**config.mk**
```make
export PLATFORM = sky130hd
export DESIGN_NAME = led_blink_digit_display_flat
export DESIGN_NICKNAME = d
export VERILOG_FILES = /design/src/design/ledbd_pkg.sv /design/src/design/ledbd_if.sv /design/src/design/led_blink_digit_display.sv /design/src/flat_wrapper.sv
export VERILOG_INCLUDE_DIRS = /design/src /design/src/design
export SDC_FILE = /design/constraint.sdc
export NUM_CORES = 1
export LEC_CHECK = 0
export BUFFER_PORTS_ARGS = -buffer_cell sky130_fd_sc_hd__buf_4
export CAP_MARGIN = 20
export CORE_MARGIN = 2
export CORE_UTILIZATION = 50
export CTS_BUF_LIST = sky130_fd_sc_hd__clkbuf_4 sky130_fd_sc_hd__clkbuf_8
export DETAILED_ROUTE_END_ITERATION = 6
export PLACE_DENSITY = 0.77
export REMOVE_ABC_BUFFERS = 1
export SLEW_MARGIN = 10
export SYNTH_ARGS = -nofsm -noshare
export SYNTH_HDL_FRONTEND = slang
export SYNTH_SLANG_ARGS = --single-unit
```
**constraint.sdc**
```tcl
create_clock -name i_clk -period 6.8 [get_ports i_clk]
set_input_delay 1.36 -clock i_clk [delete_from_list [all_inputs] [get_ports i_clk]]
set_output_delay 1.36 -clock i_clk [all_outputs]
set_load 0.02 [all_outputs]
```
**src/design/led_blink_digit_display_assert.svh**
```systemverilog
// Assertion macros shared by the LED blink digit display RTL.
// Each macro is empty when SYNTHESIS is defined.
`ifndef LED_BLINK_DIGIT_DISPLAY_ASSERT_SVH
`define LED_BLINK_DIGIT_DISPLAY_ASSERT_SVH

`ifndef SYNTHESIS

// Same-cycle implication, checked at every rising clock edge outside reset
`define LBD_ASSERT_IMPLY(label, clk, rst_n, ante, cons) \
    label: assert property (@(posedge clk) disable iff (!(rst_n)) (ante) |-> (cons)) \
        else $error("implication check failed");

// Next-cycle implication, checked at every rising clock edge outside reset
`define LBD_ASSERT_NEXT(label, clk, rst_n, ante, cons) \
    label: assert property (@(posedge clk) disable iff (!(rst_n)) (ante) |=> (cons)) \
        else $error("next-cycle check failed");

`else

`define LBD_ASSERT_IMPLY(label, clk, rst_n, ante, cons)
`define LBD_ASSERT_NEXT(label, clk, rst_n, ante, cons)

`endif

`endif

```
**src/design/ledbd_pkg.sv**
```systemverilog
// Package for the LED blink digit display: item types, register reset
// values and the digit split helper. No dependencies.
package ledbd_pkg;

    // Operation codes of an input item
    localparam logic OP_TICK  = 1'b0;
    localparam logic OP_START = 1'b1;

    // Configuration register indexes
    localparam logic [1:0] REG_FLASH = 2'd0;
    localparam logic [1:0] REG_MINUS = 2'd1;
    localparam logic [1:0] REG_GAP   = 2'd2;

    // Register reset values
    localparam logic [15:0] FLASH_TICKS_RST = 16'd250;
    localparam logic [15:0] MINUS_TICKS_RST = 16'd500;
    localparam logic [15:0] GAP_TICKS_RST   = 16'd1000;

    // A ones digit of zero shows as this many flashes
    localparam logic [4:0] ZERO_FLASHES = 5'd10;

    typedef struct packed {
        logic       op;
        logic [7:0] value;
        logic       negative;
        logic       led_select;
    } t_in_item;

    typedef struct packed {
        logic led_alarm;
        logic led_thermo;
        logic busy_res;
        logic done_res;
    } t_out_item;

    // Tens digit of an 8-bit value: multiply by 205/2048 (exact below 1029)
    function automatic logic [4:0] tens_of(input logic [7:0] v);
        logic [15:0] prod;
        prod = {8'd0, v} * 16'd205;
        return prod[15:11];
    endfunction

    // Ones digit of an 8-bit value given its tens digit
    function automatic logic [3:0] ones_of(input logic [7:0] v, input logic [4:0] t);
        logic [7:0] tens_x10;
        logic [7:0] rem;
        tens_x10 = {t, 3'd0} + {2'd0, t, 1'b0};
        rem      = v - tens_x10;
        return rem[3:0];
    endfunction

endpackage

```
**src/design/ledbd_if.sv**
```systemverilog
// Channel interfaces of the LED blink digit display: input items, result
// items and configuration writes. Depends on ledbd_pkg.
interface ledbd_in_if;
    logic               valid;
    logic               ready;
    ledbd_pkg::t_in_item data;

    modport source (output valid, output data, input ready);
    modport sink   (input valid, input data, output ready);
endinterface

interface ledbd_out_if;
    logic                 valid;
    logic                 ready;
    ledbd_pkg::t_out_item data;

    modport source (output valid, output data, input ready);
    modport sink   (input valid, input data, output ready);
endinterface

interface ledbd_cfg_if;
    logic        valid;
    logic        ready;
    logic [1:0]  index;
    logic [15:0] data;

    modport source (output valid, output index, output data, input ready);
    modport sink   (input valid, input index, input data, output ready);
endinterface

```
**src/design/led_blink_digit_display.sv**
```systemverilog
// Top level of the LED blink digit display: phase sequencer, tick counter
// and two-entry result buffer. Depends on ledbd_pkg, ledbd_if.sv and the assert header.
//
// Usage:
//   i_in   : input items. op tick advances the display by one millisecond;
//            op start loads value, negative and led_select when idle and is
//            ignored while a sequence runs.
//   o_out  : one result item per input item: both LED levels, busy and a
//            done pulse on the tick that ends the final gap.
//   i_cfg  : register writes (0 flash_ticks, 1 minus_ticks, 2 gap_ticks),
//            always ready; other indexes are dropped.
// Output: each result is registered in r_out, or in the skid entry while o_out is stalled.
// Throughput: one item per cycle while i_in.ready is high; the next-state logic
//   of the phase sequencer and 16-bit tick counter is combinational.
// Stall: a result register plus one skid entry; i_in.ready falls only when
//   both hold results that the receiver has not taken. Nothing is lost.
// Reset: synchronous, active low; registers return to 250/500/1000 ticks,
//   the sequencer goes idle and both result slots are emptied.
`include "led_blink_digit_display_assert.svh"

module led_blink_digit_display (
    input  logic        i_clk,
    input  logic        i_rst_n,
    ledbd_in_if.sink    i_in,
    ledbd_out_if.source o_out,
    ledbd_cfg_if.sink   i_cfg
);
    import ledbd_pkg::*;

    // Sequencer phases
    localparam logic [2:0] PH_IDLE      = 3'd0;
    localparam logic [2:0] PH_MINUS     = 3'd1;
    localparam logic [2:0] PH_MINUS_GAP = 3'd2;
    localparam logic [2:0] PH_TENS      = 3'd3;
    localparam logic [2:0] PH_TENS_GAP  = 3'd4;
    localparam logic [2:0] PH_ONES      = 3'd5;
    localparam logic [2:0] PH_FINAL_GAP = 3'd6;

    logic [15:0] r_flash_ticks, r_minus_ticks, r_gap_ticks;

    logic [2:0]  r_phase,   n_phase;
    logic [15:0] r_cnt,     n_cnt;
    logic [4:0]  r_flashes, n_flashes;
    logic [4:0]  r_tens,    n_tens;
    logic [3:0]  r_ones,    n_ones;
    logic        r_choice,  n_choice;
    logic        r_lamp,    n_lamp;
    logic        n_done;

    t_out_item   r_out, r_skid, n_res;
    logic        r_out_valid, r_skid_valid;

    logic        in_acc, out_free;
    logic [15:0] cnt_inc;
    logic [4:0]  flashes_dec;
    logic [4:0]  start_tens;
    logic [3:0]  start_ones;
    logic        over_flash, over_minus, over_gap;
    logic        flash_phase, start_idle, out_quiet;

    // Accept while the skid entry is free
    assign i_in.ready  = !r_skid_valid;
    assign in_acc      = i_in.valid && i_in.ready;
    assign out_free    = !r_out_valid || o_out.ready;
    assign o_out.valid = r_out_valid;
    assign o_out.data  = r_out;
    assign i_cfg.ready = 1'b1;

    // Configuration registers
    always_ff @(posedge i_clk) begin
        if (!i_rst_n) begin
            r_flash_ticks <= FLASH_TICKS_RST;
            r_minus_ticks <= MINUS_TICKS_RST;
            r_gap_ticks   <= GAP_TICKS_RST;
        end else if (i_cfg.valid) begin
            case (i_cfg.index)
                REG_FLASH: r_flash_ticks <= i_cfg.data;
                REG_MINUS: r_minus_ticks <= i_cfg.data;
                REG_GAP:   r_gap_ticks   <= i_cfg.data;
                default:   ;
            endcase
        end
    end

    // Period end tests; a wrapped count also ends the period
    assign cnt_inc     = r_cnt + 16'd1;
    assign over_flash  = (cnt_inc >= r_flash_ticks) || (cnt_inc == 16'd0);
    assign over_minus  = (cnt_inc >= r_minus_ticks) || (cnt_inc == 16'd0);
    assign over_gap    = (cnt_inc >= r_gap_ticks)   || (cnt_inc == 16'd0);
    assign flashes_dec = (r_flashes != 5'd0) ? r_flashes - 5'd1 : 5'd0;
    assign start_tens  = tens_of(i_in.data.value);
    assign start_ones  = ones_of(i_in.data.value, start_tens);

    // Next state of the sequencer for the item at the input
    always_comb begin
        n_phase   = r_phase;
        n_cnt     = r_cnt;
        n_flashes = r_flashes;
        n_tens    = r_tens;
        n_ones    = r_ones;
        n_choice  = r_choice;
        n_lamp    = r_lamp;
        n_done    = 1'b0;

        if (i_in.data.op == OP_START) begin
            if (r_phase == PH_IDLE) begin
                n_choice = i_in.data.led_select;
                n_tens   = start_tens;
                n_ones   = start_ones;
                n_lamp   = 1'b1;
                n_cnt    = 16'd0;
                if (i_in.data.negative) begin
                    n_phase = PH_MINUS;
                end else if (start_tens != 5'd0) begin
                    n_phase   = PH_TENS;
                    n_flashes = start_tens;
                end else begin
                    n_phase   = PH_ONES;
                    n_flashes = (start_ones == 4'd0) ? ZERO_FLASHES : {1'b0, start_ones};
                end
            end
        end else begin
            case (r_phase)
                PH_IDLE: ;
                PH_MINUS: begin
                    n_cnt = cnt_inc;
                    if (over_minus) begin
                        n_phase = PH_MINUS_GAP;
                        n_lamp  = 1'b0;
                        n_cnt   = 16'd0;
                    end
                end
                PH_MINUS_GAP, PH_TENS_GAP: begin
                    n_cnt = cnt_inc;
                    if (over_gap) begin
                        n_lamp = 1'b1;
                        n_cnt  = 16'd0;
                        if (r_phase == PH_MINUS_GAP && r_tens != 5'd0) begin
                            n_phase   = PH_TENS;
                            n_flashes = r_tens;
                        end else begin
                            n_phase   = PH_ONES;
                            n_flashes = (r_ones == 4'd0) ? ZERO_FLASHES : {1'b0, r_ones};
                        end
                    end
                end
                PH_TENS, PH_ONES: begin
                    n_cnt = cnt_inc;
                    if (over_flash) begin
                        n_cnt = 16'd0;
                        if (r_lamp) begin
                            n_lamp = 1'b0;
                        end else begin
                            n_flashes = flashes_dec;
                            if (flashes_dec != 5'd0) begin
                                n_lamp = 1'b1;
                            end else begin
                                n_phase = (r_phase == PH_TENS) ? PH_TENS_GAP : PH_FINAL_GAP;
                            end
                        end
                    end
                end
                PH_FINAL_GAP: begin
                    n_cnt = cnt_inc;
                    if (over_gap) begin
                        n_phase   = PH_IDLE;
                        n_lamp    = 1'b0;
                        n_cnt     = 16'd0;
                        n_flashes = 5'd0;
                        n_done    = 1'b1;
                    end
                end
                default: begin
                    n_phase = PH_IDLE;
                    n_lamp  = 1'b0;
                end
            endcase
        end

        n_res.led_alarm  = n_lamp && !n_choice;
        n_res.led_thermo = n_lamp && n_choice;
        n_res.busy_res   = (n_phase != PH_IDLE);
        n_res.done_res   = n_done;
    end

    // Sequencer state, advanced on each accepted item
    always_ff @(posedge i_clk) begin
        if (!i_rst_n) begin
            r_phase   <= PH_IDLE;
            r_cnt     <= 16'd0;
            r_flashes <= 5'd0;
            r_tens    <= 5'd0;
            r_ones    <= 4'd0;
            r_choice  <= 1'b0;
            r_lamp    <= 1'b0;
        end else if (in_acc) begin
            r_phase   <= n_phase;
            r_cnt     <= n_cnt;
            r_flashes <= n_flashes;
            r_tens    <= n_tens;
            r_ones    <= n_ones;
            r_choice  <= n_choice;
            r_lamp    <= n_lamp;
        end
    end

    // Result register and skid entry; drain the skid entry first
    always_ff @(posedge i_clk) begin
        if (!i_rst_n) begin
            r_out_valid  <= 1'b0;
            r_skid_valid <= 1'b0;
        end else if (out_free) begin
            if (r_skid_valid) begin
                r_out_valid  <= 1'b1;
                r_skid_valid <= 1'b0;
            end else begin
                r_out_valid <= in_acc;
            end
        end else if (in_acc) begin
            r_skid_valid <= 1'b1;
        end
    end

    always_ff @(posedge i_clk) begin
        if (out_free) begin
            r_out <= r_skid_valid ? r_skid : n_res;
        end
        if (!out_free && in_acc) begin
            r_skid <= n_res;
        end
    end

    // Terms used by the checks
    assign flash_phase = (r_phase == PH_TENS) || (r_phase == PH_ONES);
    assign start_idle  = in_acc && (i_in.data.op == OP_START) && (r_phase == PH_IDLE);
    assign out_quiet   = !r_out.busy_res && !r_out.led_alarm && !r_out.led_thermo;

    // Checks
    `LBD_ASSERT_IMPLY(a_skid_behind_out, i_clk, i_rst_n, r_skid_valid, r_out_valid)
    `LBD_ASSERT_IMPLY(a_lamp_only_busy, i_clk, i_rst_n, r_lamp, r_phase != PH_IDLE)
    `LBD_ASSERT_IMPLY(a_flashes_left, i_clk, i_rst_n, flash_phase, r_flashes != 5'd0)
    `LBD_ASSERT_NEXT(a_start_runs, i_clk, i_rst_n, start_idle, r_phase != PH_IDLE)
    `LBD_ASSERT_IMPLY(a_done_idle, i_clk, i_rst_n, r_out_valid && r_out.done_res, out_quiet)

endmodule
```
**src/flat_wrapper.sv**
```systemverilog
// flat-port wrapper written by rule: the top's interface ports become plain ports
module led_blink_digit_display_flat import ledbd_pkg::*;
  (i_clk, i_rst_n, i_in_valid, i_in_data, i_in_ready, o_out_valid, o_out_data, o_out_ready, i_cfg_valid, i_cfg_index, i_cfg_data, i_cfg_ready);
  ledbd_in_if i_in_i ();
  ledbd_out_if o_out_i ();
  ledbd_cfg_if i_cfg_i ();
  input  logic i_clk;
  input  logic i_rst_n;
  input wire logic [$bits(i_in_i.valid)-1:0] i_in_valid;
  input wire logic [$bits(i_in_i.data)-1:0] i_in_data;
  output wire logic [$bits(i_in_i.ready)-1:0] i_in_ready;
  output wire logic [$bits(o_out_i.valid)-1:0] o_out_valid;
  output wire logic [$bits(o_out_i.data)-1:0] o_out_data;
  input wire logic [$bits(o_out_i.ready)-1:0] o_out_ready;
  input wire logic [$bits(i_cfg_i.valid)-1:0] i_cfg_valid;
  input wire logic [$bits(i_cfg_i.index)-1:0] i_cfg_index;
  input wire logic [$bits(i_cfg_i.data)-1:0] i_cfg_data;
  output wire logic [$bits(i_cfg_i.ready)-1:0] i_cfg_ready;
  assign i_in_i.valid = i_in_valid;
  assign i_in_i.data = i_in_data;
  assign i_in_ready = i_in_i.ready;
  assign o_out_valid = o_out_i.valid;
  assign o_out_data = o_out_i.data;
  assign o_out_i.ready = o_out_ready;
  assign i_cfg_i.valid = i_cfg_valid;
  assign i_cfg_i.index = i_cfg_index;
  assign i_cfg_i.data = i_cfg_data;
  assign i_cfg_ready = i_cfg_i.ready;
  led_blink_digit_display u_core (.i_clk(i_clk), .i_rst_n(i_rst_n), .i_in(i_in_i), .o_out(o_out_i), .i_cfg(i_cfg_i));
endmodule
```
==> results.yml, run 1 <==
place:
  place_area_sq_um: 7650
  io_buffers: 39
  dp_cells: 1084
  place_hpwl_um: 12800
  place_congestion: 0.923
synth:
  syn_avg_cell_area_sq_um: 8.07
  synth.most_common_cell: "nand2_1"
  ys_seq_elements: 93
  synth-edff-count: 8
  synthCells: 897
  yosys.area.top_type: "dfxtp_1"
  synth.top_cell.area_share: 0.235
  yosys_warnings: 0
  synth.distinct_cells: 81
  synth.area.top_cells: "dfxtp_1 23%, ha_1 17%, nand2_1 7.5%"
  syn_area_sq_um: 7240
  synthFlopType: "dfxtp_1"
  synth-async-reset-ratio: 0
  seq_area_frac_synth: 0.268
  synthTopCellsByCount: "144 x nand2_1, 100 x inv_1, 98 x ha_1, 85 x dfxtp_1, 65 x a21oi_1"
timing:
  slew-limit-headroom: 0.386
  setup_tns_ns: 0
  worst_slew_pin_slew_ns: 0.898
  setup_viol_count_final: 0
  grt_setup_unrepaired: "false"
  hold_viol: 0
  fmax_ghz: 0.160
  skew_ns: 0.0166
  fin_crit_ns: 6.25
  fin_crit_sh: 0.919
  drv_slew: 0
critical_path:
  critPathRequiredTime_ns: 7.09
  crit_fanout: 5
  path_cells: "buf_4, ha_1, fa_1, fa_1, inv_1, fa_1, inv_1, ha_1, nand3_1, nor3_1, o21ai_1, a21oi_1, nor2_1, xnor2_1, ha_1, a211oi_1, xnor3_1, o31ai_1, a211oi_1, o31ai_1"
  rrSetupSlack_ns: 1.97
  reg2reg_depth: 15
  reg2reg_to: "u_core.r_cnt[5]$_SDFFE_PN0P_"
  end_kind: "flip-flop"
  crit_path_max_incr_delay_ns: 0.52
  slowest_stage: "fa_1"
  r2r_start: "u_core.r_cnt[0]$_SDFFE_PN0P_"
  startpoint_type: "primary input"
  worstPathArrival_ns: 6.54
  crit_type: "in -> reg"
floorplanning:
  fp-row-count: 43
  die_h_um: 124
  initial_utilization: 0.516
  dieArea_sq_um: 15500
  die_w_um: 124
  design.core.area_sq_um: 14000
  boundaryPins: 41
clock_network:
  cts_buffers: 9
  clock-sinks: 93
  cts_hold_buf: 0
  post_cts_buffers: 0
  cts-root-buf: "clkbuf_8"
  cts_resized: 0
  h-tree-depth: 3
  clk_pin_slew_ns: 0.10
  cts_tree: "done"
  clkLatencyLatePin_ns: 0.39
  clock_path_buffers: 2
grt:
  grt_pass1_wl_um: 29000
  grt_max_degree: 64
  grt_antenna_before_repair: 0
  grt_pass1_vias: 6004
  overflow: 0
  grt.total_usage: 0.223
final_layout:
  antennaDiodeCount: 0
  layout.nets: 1058
  finish.utilization: 0.561
  drive_gt1_frac: 0.100
  final_cell_count_no_fill: 1100
  design_area_sq_um: 7870
  fill_cells: 1296
  syn_to_final_growth_pct: 8.67
pwr:
  power_density_nw_per_um2: 205
  power.total_w: 0.00161
  ir_drop_uv: 127
  p_leak_nw: 3.56
hold_path:
  min_path_cells: 2
  min_to: "u_core.r_gap_ticks[12]$_SDFFE_PN0P_"
  hold_path.class: "reg -> reg"
  worstHoldStart: "u_core.r_gap_ticks[12]$_SDFFE_PN0P_"
routing:
  post-route-drc-count: 0
  avgRoutedWirePerCell_um: 15.5
  avgViaCountPerCell: 5.72
  dr.pass1.iters: 5
  antenna_left: 0
  routed_wl_um: 17000
  num_vias: 6293
  drt_iter0_markers: 571
job:
  drv_cap: 0
run_status:
  status: "complete, no violations"
worst max-delay path, delay by kind of cell:
| kind | cells | cell delay [ns] |
|---|---|---|
| compound gates | 6 | 1.32 |
| xor+xnor | 2 | 0.64 |
| simple gates | 3 | 0.55 |
| fa+ha+maj | 6 | 2.47 |
| buf+inv | 3 | 0.22 |
metal layers:
| metal | wire [um] | vias up | GRT usage |
|---|---|---|---|
| met5 | 0 | - | 0 |
| li1 | - | 3194 | - |
| met1 | 7850 | 2948 | 0.290 |
| met3 | 634 | 23 | 0.0408 |
| met4 | 247 | 0 | 0.0608 |
| met2 | 8320 | 128 | 0.380 |
cells by family (layout without fill, tap and decap cells):
family / count (synthesis) / in the layout / share of synthesized area
other cells: 1 / 1 / 0.000518
buf+inv: 140 / 163 / 0.0748
mux: 9 / 9 / 0.0130
compound gates: 221 / 221 / 0.219
fa+ha+maj: 108 / 108 / 0.197
xor+xnor: 27 / 27 / 0.0345
flops: 93 / 93 / 0.268
simple gates: 298 / 298 / 0.193
per-stage QoR:
stage                     hold slack (ns)  worst slack (ns)
final                               0.460             0.549
after global routing                0.472             0.198
after CTS                           0.460             0.563
after detailed placement            0.448             0.186
after global placement              0.442             0.386
after floorplan                     0.436             0.621
state kept, by name (all words and copies together), names as in the netlist, 4 cells and up:
signal and cells:
u_core.o_out.data 4, u_core.r_cnt 16, u_core.r_flash_ticks 16, u_core.r_flashes 5
u_core.r_gap_ticks 16, u_core.r_minus_ticks 16, u_core.r_ones 4, u_core.r_skid 4
u_core.r_tens 5
area by class of cell:
| cell class | instances | area [sq um] | area share |
|---|---|---|---|
| clock buffers | 12 | 153 | 0.0194 |
| flip-flops and latches | 93 | 1940 | 0.247 |
| repair buffers | 46 | 358 | 0.0455 |
| clock inverters | 3 | 46.3 | 0.00588 |
| inverters | 102 | 383 | 0.0486 |
| multi-input cells | 664 | 4760 | 0.605 |
| well taps | 180 | 225 | 0.0286 |
report_power, final:
group	leakage, nW	total, W	internal [W]	switching [W]
registers	0.772	0.000611	0.000582	0.0000294
logic	2.69	0.000609	0.000257	0.000351
clock network	0.0999	0.000393	0.000188	0.000205
total	3.56	0.00161	0.00103	0.000585
cell usage in the layout, fill, tap and decap left out, drive strengths merged, types with 7 or more instances in the layout:
cell type / synthesis / layout
xor2: 10 / 10
a21oi: 67 / 67
o211ai: 28 / 28
nand3: 18 / 18
nand2: 144 / 144
nand2b: 7 / 7
inv: 101 / 102
clkbuf: 30 / 12
o21ai: 25 / 25
nor2: 57 / 57
o2111ai: 8 / 8
ha: 98 / 98
buf: 8 / 46
edfxtp: 8 / 8
dfxtp: 85 / 85
nor3: 21 / 21
fa: 10 / 10
o31ai: 8 / 8
xnor2: 16 / 16
a21o: 14 / 14
a211oi: 13 / 13
o31a: 11 / 11
nand4: 10 / 10
how the worst max path moves through the flow:
stage                             from                                to  slack, ns
after global routing      i_in_data[7]  u_core.r_flashes[1]$_SDFFE_PN0P_       0.20
after floorplan           i_in_data[7]  u_core.r_flashes[3]$_SDFFE_PN0P_       0.62
after CTS                 i_in_data[3]  u_core.r_flashes[3]$_SDFFE_PN0P_       0.56
after global placement    i_in_data[7]  u_core.r_flashes[3]$_SDFFE_PN0P_       0.39
final                     i_in_data[3]  u_core.r_flashes[1]$_SDFFE_PN0P_       0.55
after detailed placement  i_in_data[3]  u_core.r_flashes[3]$_SDFFE_PN0P_       0.19
Power figures use the tool's default switching activity.
==> run 2, diff against run 1 <==
--- a/config.mk
+++ b/config.mk
@@ -6,13 +6,14 @@
 export SDC_FILE = /design/constraint.sdc
 export NUM_CORES = 1
 export LEC_CHECK = 0
-export BUFFER_PORTS_ARGS = -buffer_cell sky130_fd_sc_hd__buf_4
 export CAP_MARGIN = 20
 export CORE_MARGIN = 2
 export CORE_UTILIZATION = 50
 export CTS_BUF_LIST = sky130_fd_sc_hd__clkbuf_4 sky130_fd_sc_hd__clkbuf_8
+export CTS_CLUSTER_DIAMETER = 40
 export DETAILED_ROUTE_END_ITERATION = 6
-export PLACE_DENSITY = 0.77
+export DONT_BUFFER_PORTS = 1
+export PLACE_DENSITY = 0.75
 export REMOVE_ABC_BUFFERS = 1
 export SLEW_MARGIN = 10
 export SYNTH_ARGS = -nofsm -noshare
==> run 2 against run 1 <==
  * Critical path depth decreased by 1
  * Critical endpoint is now u_core.r_flashes[3]$_SDFFE_PN0P_
  * Via count is 3.2% lower
  * Largest power group unchanged
  * Total power down 5.7%
  * Routed wire length shrank 3.2%
  * Largest cell class unchanged
  * Combinational power is 8.5% lower
  * Non-clock buffer count decreased by 40
==> results.yml, run 2 (synthesis results as in run 1) <==
run_status:
  status: "complete, no violations"
routing:
  num_vias: 6092
  drt_iter0_markers: 482
  routed_wl_um: 16500
  post-route-drc-count: 0
  dr.pass1.iters: 7
  avgRoutedWirePerCell_um: 15.6
  antenna_left: 0
  avgViaCountPerCell: 5.75
timing:
  slew-limit-headroom: 0.320
  hold_ws_ns: 0.458
  skew_ns: 0.0102
  worst_slew_pin_slew_ns: 1.02
  fin_crit_ns: 6.10
  grt_setup_unrepaired: "false"
  hold_viol: 0
  fmax_ghz: 0.164
  setup_ws_ns: 0.702
  setup_viol_count_final: 0
  setup_tns_ns: 0
  fin_crit_sh: 0.897
  drv_slew: 0
hold_path:
  worstHoldStart: "u_core.r_flash_ticks[9]$_SDFFE_PN0P_"
  min_path_cells: 2
  min_to: "u_core.r_flash_ticks[9]$_SDFFE_PN0P_"
  hold_path.class: "reg -> reg"
place:
  pre_cts_slack_ns: 0.323
  place_area_sq_um: 7360
  io_buffers: 0
  place_congestion: 0.926
  place_hpwl_um: 12400
clock_network:
  cts_resized: 0
  cts_tree: "done"
  clock_path_buffers: 2
  clock-sinks: 93
  post_cts_buffers: 0
  h-tree-depth: 3
  clkLatencyLatePin_ns: 0.37
  cts-root-buf: "clkbuf_8"
  clk_pin_slew_ns: 0.09
  cts_buffers: 9
  cts_hold_buf: 0
floorplanning:
  initial_utilization: 0.516
  design.core.area_sq_um: 14000
  die_h_um: 124
  boundaryPins: 41
  die_w_um: 124
  fp-row-count: 43
  dieArea_sq_um: 15500
grt:
  grt_pass1_wl_um: 28100
  grt_max_degree: 64
  grt_pass1_vias: 5844
  grt_antenna_before_repair: 0
  grt.total_usage: 0.217
  overflow: 0
critical_path:
  worstPathArrival_ns: 6.37
  rrSetupSlack_ns: 1.95
  crit_fanout: 4
  crit_type: "in -> reg"
  startpoint_type: "primary input"
  critPathRequiredTime_ns: 7.07
  end_kind: "flip-flop"
  r2r_start: "u_core.r_cnt[0]$_SDFFE_PN0P_"
  reg2reg_depth: 15
  reg2reg_to: "u_core.r_cnt[5]$_SDFFE_PN0P_"
pwr:
  power_density_nw_per_um2: 202
  pwr-share-comb: 0.366
  ir_drop_uv: 173
  switching_power_w: 0.000556
  power.internal_w: 0.000964
  pwr-share-clk: 0.231
  sw_frac_of_total: 0.366
  power_frac_seq: 0.403
  p_leak_nw: 3.36
final_layout:
  layout_common_cells: "144 x nand2_1, 100 x inv_1, 98 x ha_1, 85 x dfxtp_1, 65 x a21oi_1"
  layout_commonest_cell: "nand2_1"
  syn_to_final_growth_pct: 4.01
  antennaDiodeCount: 0
  drive_gt1_frac: 0.0591
  fill_cells: 1281
  layout.nets: 1018
  design_area_sq_um: 7530
job:
  drv_cap: 0
[run 2: how the worst max path moves through the flow]
stage                  from                          endpoint  slack, ns  cells past startpoint
2_1_floorplan  i_in_data[7]  u_core.r_flashes[3]$_SDFFE_PN0P_       0.62                     19
3_3_place_gp   i_in_data[7]  u_core.r_flashes[3]$_SDFFE_PN0P_       0.44                     19
3_5_place_dp   i_in_data[7]  u_core.r_flashes[3]$_SDFFE_PN0P_       0.32                     19
4_1_cts        i_in_data[7]  u_core.r_flashes[3]$_SDFFE_PN0P_       0.72                     19
5_1_grt        i_in_data[7]  u_core.r_flashes[3]$_SDFFE_PN0P_       0.30                     19
6_report       i_in_data[7]  u_core.r_flashes[3]$_SDFFE_PN0P_       0.70                     19
[run 2: cell type report]
class,count,area (sq um),share of cell area
inverter,102,383,0.0508
multi-input combinational,664,4760,0.632
clock buffer,12,153,0.0203
sequential,93,1940,0.258
tap,180,225,0.0299
timing repair buffer,6,45.0,0.00598
clock inverter,3,21.3,0.00282
[run 2: worst max-delay path, cell delays in order]
cell and delay (ns):
ha_1 0.33, fa_1 0.51, fa_1 0.52, inv_1 0.05, fa_1 0.53, inv_1 0.04, ha_1 0.28, nand3_1 0.10
nor3_1 0.34, o21ai_1 0.14, a21oi_1 0.29, nor2_1 0.09, xnor2_1 0.26, ha_1 0.31, a211oi_1 0.27, xnor3_1 0.40
a21oi_1 0.15, a21oi_1 0.08, o311a_1 0.32
[run 2: power groups by stage]
stage | Clock, W | Sequential, W | Combinational (W)
floorplan | 0 | 0.000620 | 0.000433
global placement | 0 | 0.000624 | 0.000546
detailed placement | 0 | 0.000624 | 0.000552
CTS | 0.000360 | 0.000611 | 0.000556
global route | 0.000380 | 0.000616 | 0.000629
finish | 0.000351 | 0.000612 | 0.000557
[run 2: layer usage]
layer / track usage / routed length [um]
met3: 0.0361 / 687
met4: 0.0720 / 325
met5: 0 / 0
met1: 0.280 / 7700
met2: 0.368 / 7800
[run 2: stage by stage]
stage	power, W	cells	utilization
after floorplan	0.00105	859	-
after global placement	0.00117	1045	0.524
after detailed placement	0.00118	1045	0.524
after CTS	0.00153	1060	0.536
after global routing	0.00163	1060	0.536
final	0.00152	1060	0.536
==> run 3, diff against run 2 <==
--- a/config.mk
+++ b/config.mk
@@ -6,6 +6,7 @@
 export SDC_FILE = /design/constraint.sdc
 export NUM_CORES = 1
 export LEC_CHECK = 0
+export ABC_AREA = 1
 export CAP_MARGIN = 20
 export CORE_MARGIN = 2
 export CORE_UTILIZATION = 50
==> constraint.sdc (replaced) <==
create_clock -name i_clk -period 6.8 [get_ports i_clk]
set_input_delay 0.34 -clock i_clk [delete_from_list [all_inputs] [get_ports i_clk]]
set_output_delay 0.34 -clock i_clk [all_outputs]
set_load 0.02 [all_outputs]
==> run 3 against run 2 <==
  * Clock skew is 0.0050 ns lower
  * Die area is 1.1% lower
  * Synthesized cell count is 14% higher
  * Design area hardly changed
  * Largest cell class unchanged
  * Flip-flop and latch count stayed put
  * Hold slack worse by 0.40 ns
  * Critical path type unchanged
  * Core utilization is 0.46 points higher
  * Critical endpoint unchanged
==> results.yml, run 3 <==
timing:
  slew-limit-headroom: 0.313
  skew_ns: 0.00525
  grt_setup_unrepaired: "false"
  setup_viol_count_final: 0
  hold_viol: 0
  fin_crit_sh: 0.612
  fmax_ghz: 0.240
  drv_slew: 0
  worst_slew_pin_slew_ns: 1.03
  setup_ws_ns: 2.64
  fin_crit_ns: 4.16
  setup_tns_ns: 0
critical_path:
  crit_type: "in -> reg"
  critPathRequiredTime_ns: 7.07
  r2r_start: "u_core.r_cnt[0]$_SDFFE_PN0P_"
  worstPathArrival_ns: 4.43
  reg2reg_to: "u_core.o_out.data[1]$_DFFE_PP_"
  cp-endpoint: "u_core.r_flashes[3]$_SDFFE_PN0P_"
  crit_path_start: "i_in_data[7]"
  reg2reg_depth: 23
  startpoint_type: "primary input"
  end_kind: "flip-flop"
  crit_fanout: 4
  rrSetupSlack_ns: 3.22
floorplanning:
  design.core.area_sq_um: 13900
  fp-row-count: 43
  die_h_um: 124
  dieArea_sq_um: 15300
  die_w_um: 124
  initial_utilization: 0.514
  boundaryPins: 41
grt:
  grt_max_degree: 64
  grt.total_usage: 0.224
  overflow: 0
  grt_pass1_wl_um: 27100
  grt_antenna_before_repair: 0
  grt_pass1_vias: 5929
synth:
  synth_top_family_by_area: "simple AND/OR/NAND/NOR gates"
  ys_seq_elements: 93
  syn_avg_cell_area_sq_um: 6.98
  synthCells: 1025
  synth-xor-area-share: 0.0110
  synth.area.top_cells: "dfxtp_1 24%, ha_1 17%, nand2_1 13%"
  synth-edff-count: 8
  syn_area_sq_um: 7160
  yosys.area.top_type: "dfxtp_1"
  synthFlopType: "dfxtp_1"
  synth-simple-area-share: 0.256
  synthTopCellsByCount: "243 x nand2_1, 164 x inv_1, 98 x ha_1, 85 x dfxtp_1, 80 x a21oi_1"
  synth-compound-area-share: 0.157
  seq_area_frac_synth: 0.271
  synth_mux_area_frac: 0
  yosys_warnings: 0
  synth_fa_ha_area_frac: 0.199
  synth.most_common_cell: "nand2_1"
  synth-async-reset-ratio: 0
  synth.distinct_cells: 45
  synth.top_cell.area_share: 0.238
place:
  place_hpwl_um: 12600
  pre_cts_slack_ns: 2.27
  io_buffers: 0
  place_congestion: 0.928
clock_network:
  cts_tree: "done"
  post_cts_buffers: 0
  cts-root-buf: "clkbuf_8"
  cts_hold_buf: 0
  clkLatencyLatePin_ns: 0.38
  h-tree-depth: 3
  cts_resized: 0
  clock-sinks: 93
  cts_buffers: 9
  clk_pin_slew_ns: 0.09
  clock_path_buffers: 2
pwr:
  power_density_nw_per_um2: 215
  pwr-share-clk: 0.281
  switching_power_w: 0.000569
  sw_frac_of_total: 0.351
  power_frac_seq: 0.374
  p_leak_nw: 3.77
  ir_drop_uv: 162
  pwr-share-comb: 0.345
  power.internal_w: 0.00105
routing:
  routed_wl_um: 16200
  drt_iter0_markers: 377
  avgViaCountPerCell: 5.25
  dr.pass1.iters: 5
  num_vias: 6299
  antenna_left: 0
  avgRoutedWirePerCell_um: 13.5
  post-route-drc-count: 0
run_status:
  status: "complete, no violations"
job:
  drv_cap: 0
final_layout:
  fill_cells: 1311
  syn_to_final_growth_pct: 5.31
  layout.nets: 1157
  layout_commonest_cell: "nand2_1"
  drive_gt1_frac: 0.0598
  layout_common_cells: "243 x nand2_1, 164 x inv_1, 98 x ha_1, 85 x dfxtp_1, 80 x a21oi_1"
  antennaDiodeCount: 0
hold_path:
  hold_path.class: "in -> reg"
[run 3: cell count changes in the layout (fill, tap and decap cells not counted), moves of 9 or more]
cell / change
nand4_1: +9
a211oi_1: -10
a21oi_1: +15
nand3_1: +30
nor3_1: -13
nor2_1: +15
xnor2_1: -12
o31a_1: -11
nand2_1: +99
nand2_2: +15
a21o_1: -13
inv_1: +64
o21ai_0: +42
[run 3: layer usage]
metal  up-vias  GRT usage  part of all wire
met5         -          0                 0
met4         0     0.0703             0.021
met3        26     0.0490             0.052
met2       142      0.398              0.48
met1      2812      0.268              0.44
li1       3319          -                 -
[run 3: kinds of logic after synthesis]
group | after synthesis
DFF | 93
other | 1
and+or+nand+nor | 423
xor gates and xnor gates | 9
buffers and inverters | 194
adders and majority gates | 108
AOI/OAI and AO/OA | 197
[run 3: power by group through the flow]
stage | clock [W] | sequential, W | combinational [W]
detailed placement | 0 | 0.000619 | 0.000555
floorplan | 0 | 0.000614 | 0.000445
global placement | 0 | 0.000619 | 0.000546
global route | 0.000485 | 0.000610 | 0.000654
CTS | 0.000464 | 0.000606 | 0.000558
finish | 0.000455 | 0.000607 | 0.000559
[run 3: area by class of cell]
cell class	instances	area (sq um)	share of cell area
clock buffers	12	153	0.0202
well taps	180	225	0.0299
repair buffers	2	15.0	0.00199
multi-input cells	738	4470	0.592
clock inverters	4	95.1	0.0126
inverters	171	644	0.0855
flip-flops and latches	93	1940	0.258
[run 3: how the worst min path moves through the flow]
stage                                          start                               endpoint  slack [ns]  depth (start not counted)
2_1_floorplan  u_core.r_flash_ticks[10]$_SDFFE_PN0P_  u_core.r_flash_ticks[10]$_SDFFE_PN0P_        0.43                          2
3_3_place_gp                                 i_rst_n   u_core.r_minus_ticks[5]$_SDFFE_PN1P_        0.45                          1
3_5_place_dp                                 i_rst_n   u_core.r_flash_ticks[7]$_SDFFE_PN1P_        0.45                          1
4_1_cts                                      i_rst_n   u_core.r_flash_ticks[7]$_SDFFE_PN1P_        0.04                          1
5_1_grt                                      i_rst_n   u_core.r_minus_ticks[5]$_SDFFE_PN1P_        0.04                          1
6_report                                     i_rst_n   u_core.r_flash_ticks[7]$_SDFFE_PN1P_        0.06                          1
[run 3: stage by stage]
| step | instance area [sq um] | total power [W] | cells | util | hold slack [ns] |
|---|---|---|---|---|---|
| 2_1_floorplan | 7050 | 0.00106 | 1002 | - | 0.435 |
| 3_3_place_gp | 7290 | 0.00116 | 1184 | 0.523 | 0.445 |
| 3_5_place_dp | 7290 | 0.00117 | 1184 | 0.523 | 0.449 |
| 4_1_cts | 7540 | 0.00163 | 1200 | 0.541 | 0.0446 |
| 5_1_grt | 7540 | 0.00175 | 1200 | 0.541 | 0.0447 |
| 6_report | 7540 | 0.00162 | 1200 | 0.541 | 0.0550 |
[run 3: critical path, stage by stage]
cell      delay (ns)
ha_1            0.32
fa_1            0.51
fa_1            0.51
inv_1           0.06
fa_1            0.54
inv_1           0.05
ha_1            0.30
nand2_1         0.11
nor2_1          0.16
nand2_1         0.07
nand2_1         0.06
nand2_1         0.06
nand2_1         0.06
nand2_1         0.04
nand2_1         0.10
inv_1           0.07
ha_1            0.30
nand2_1         0.09
nand3b_1        0.10
nand2_1         0.08
nand2_1         0.04
nand2_1         0.10
nand2_1         0.06
nand2_1         0.06
a21oi_1         0.05
nor2_1          0.13
nor2_1          0.05
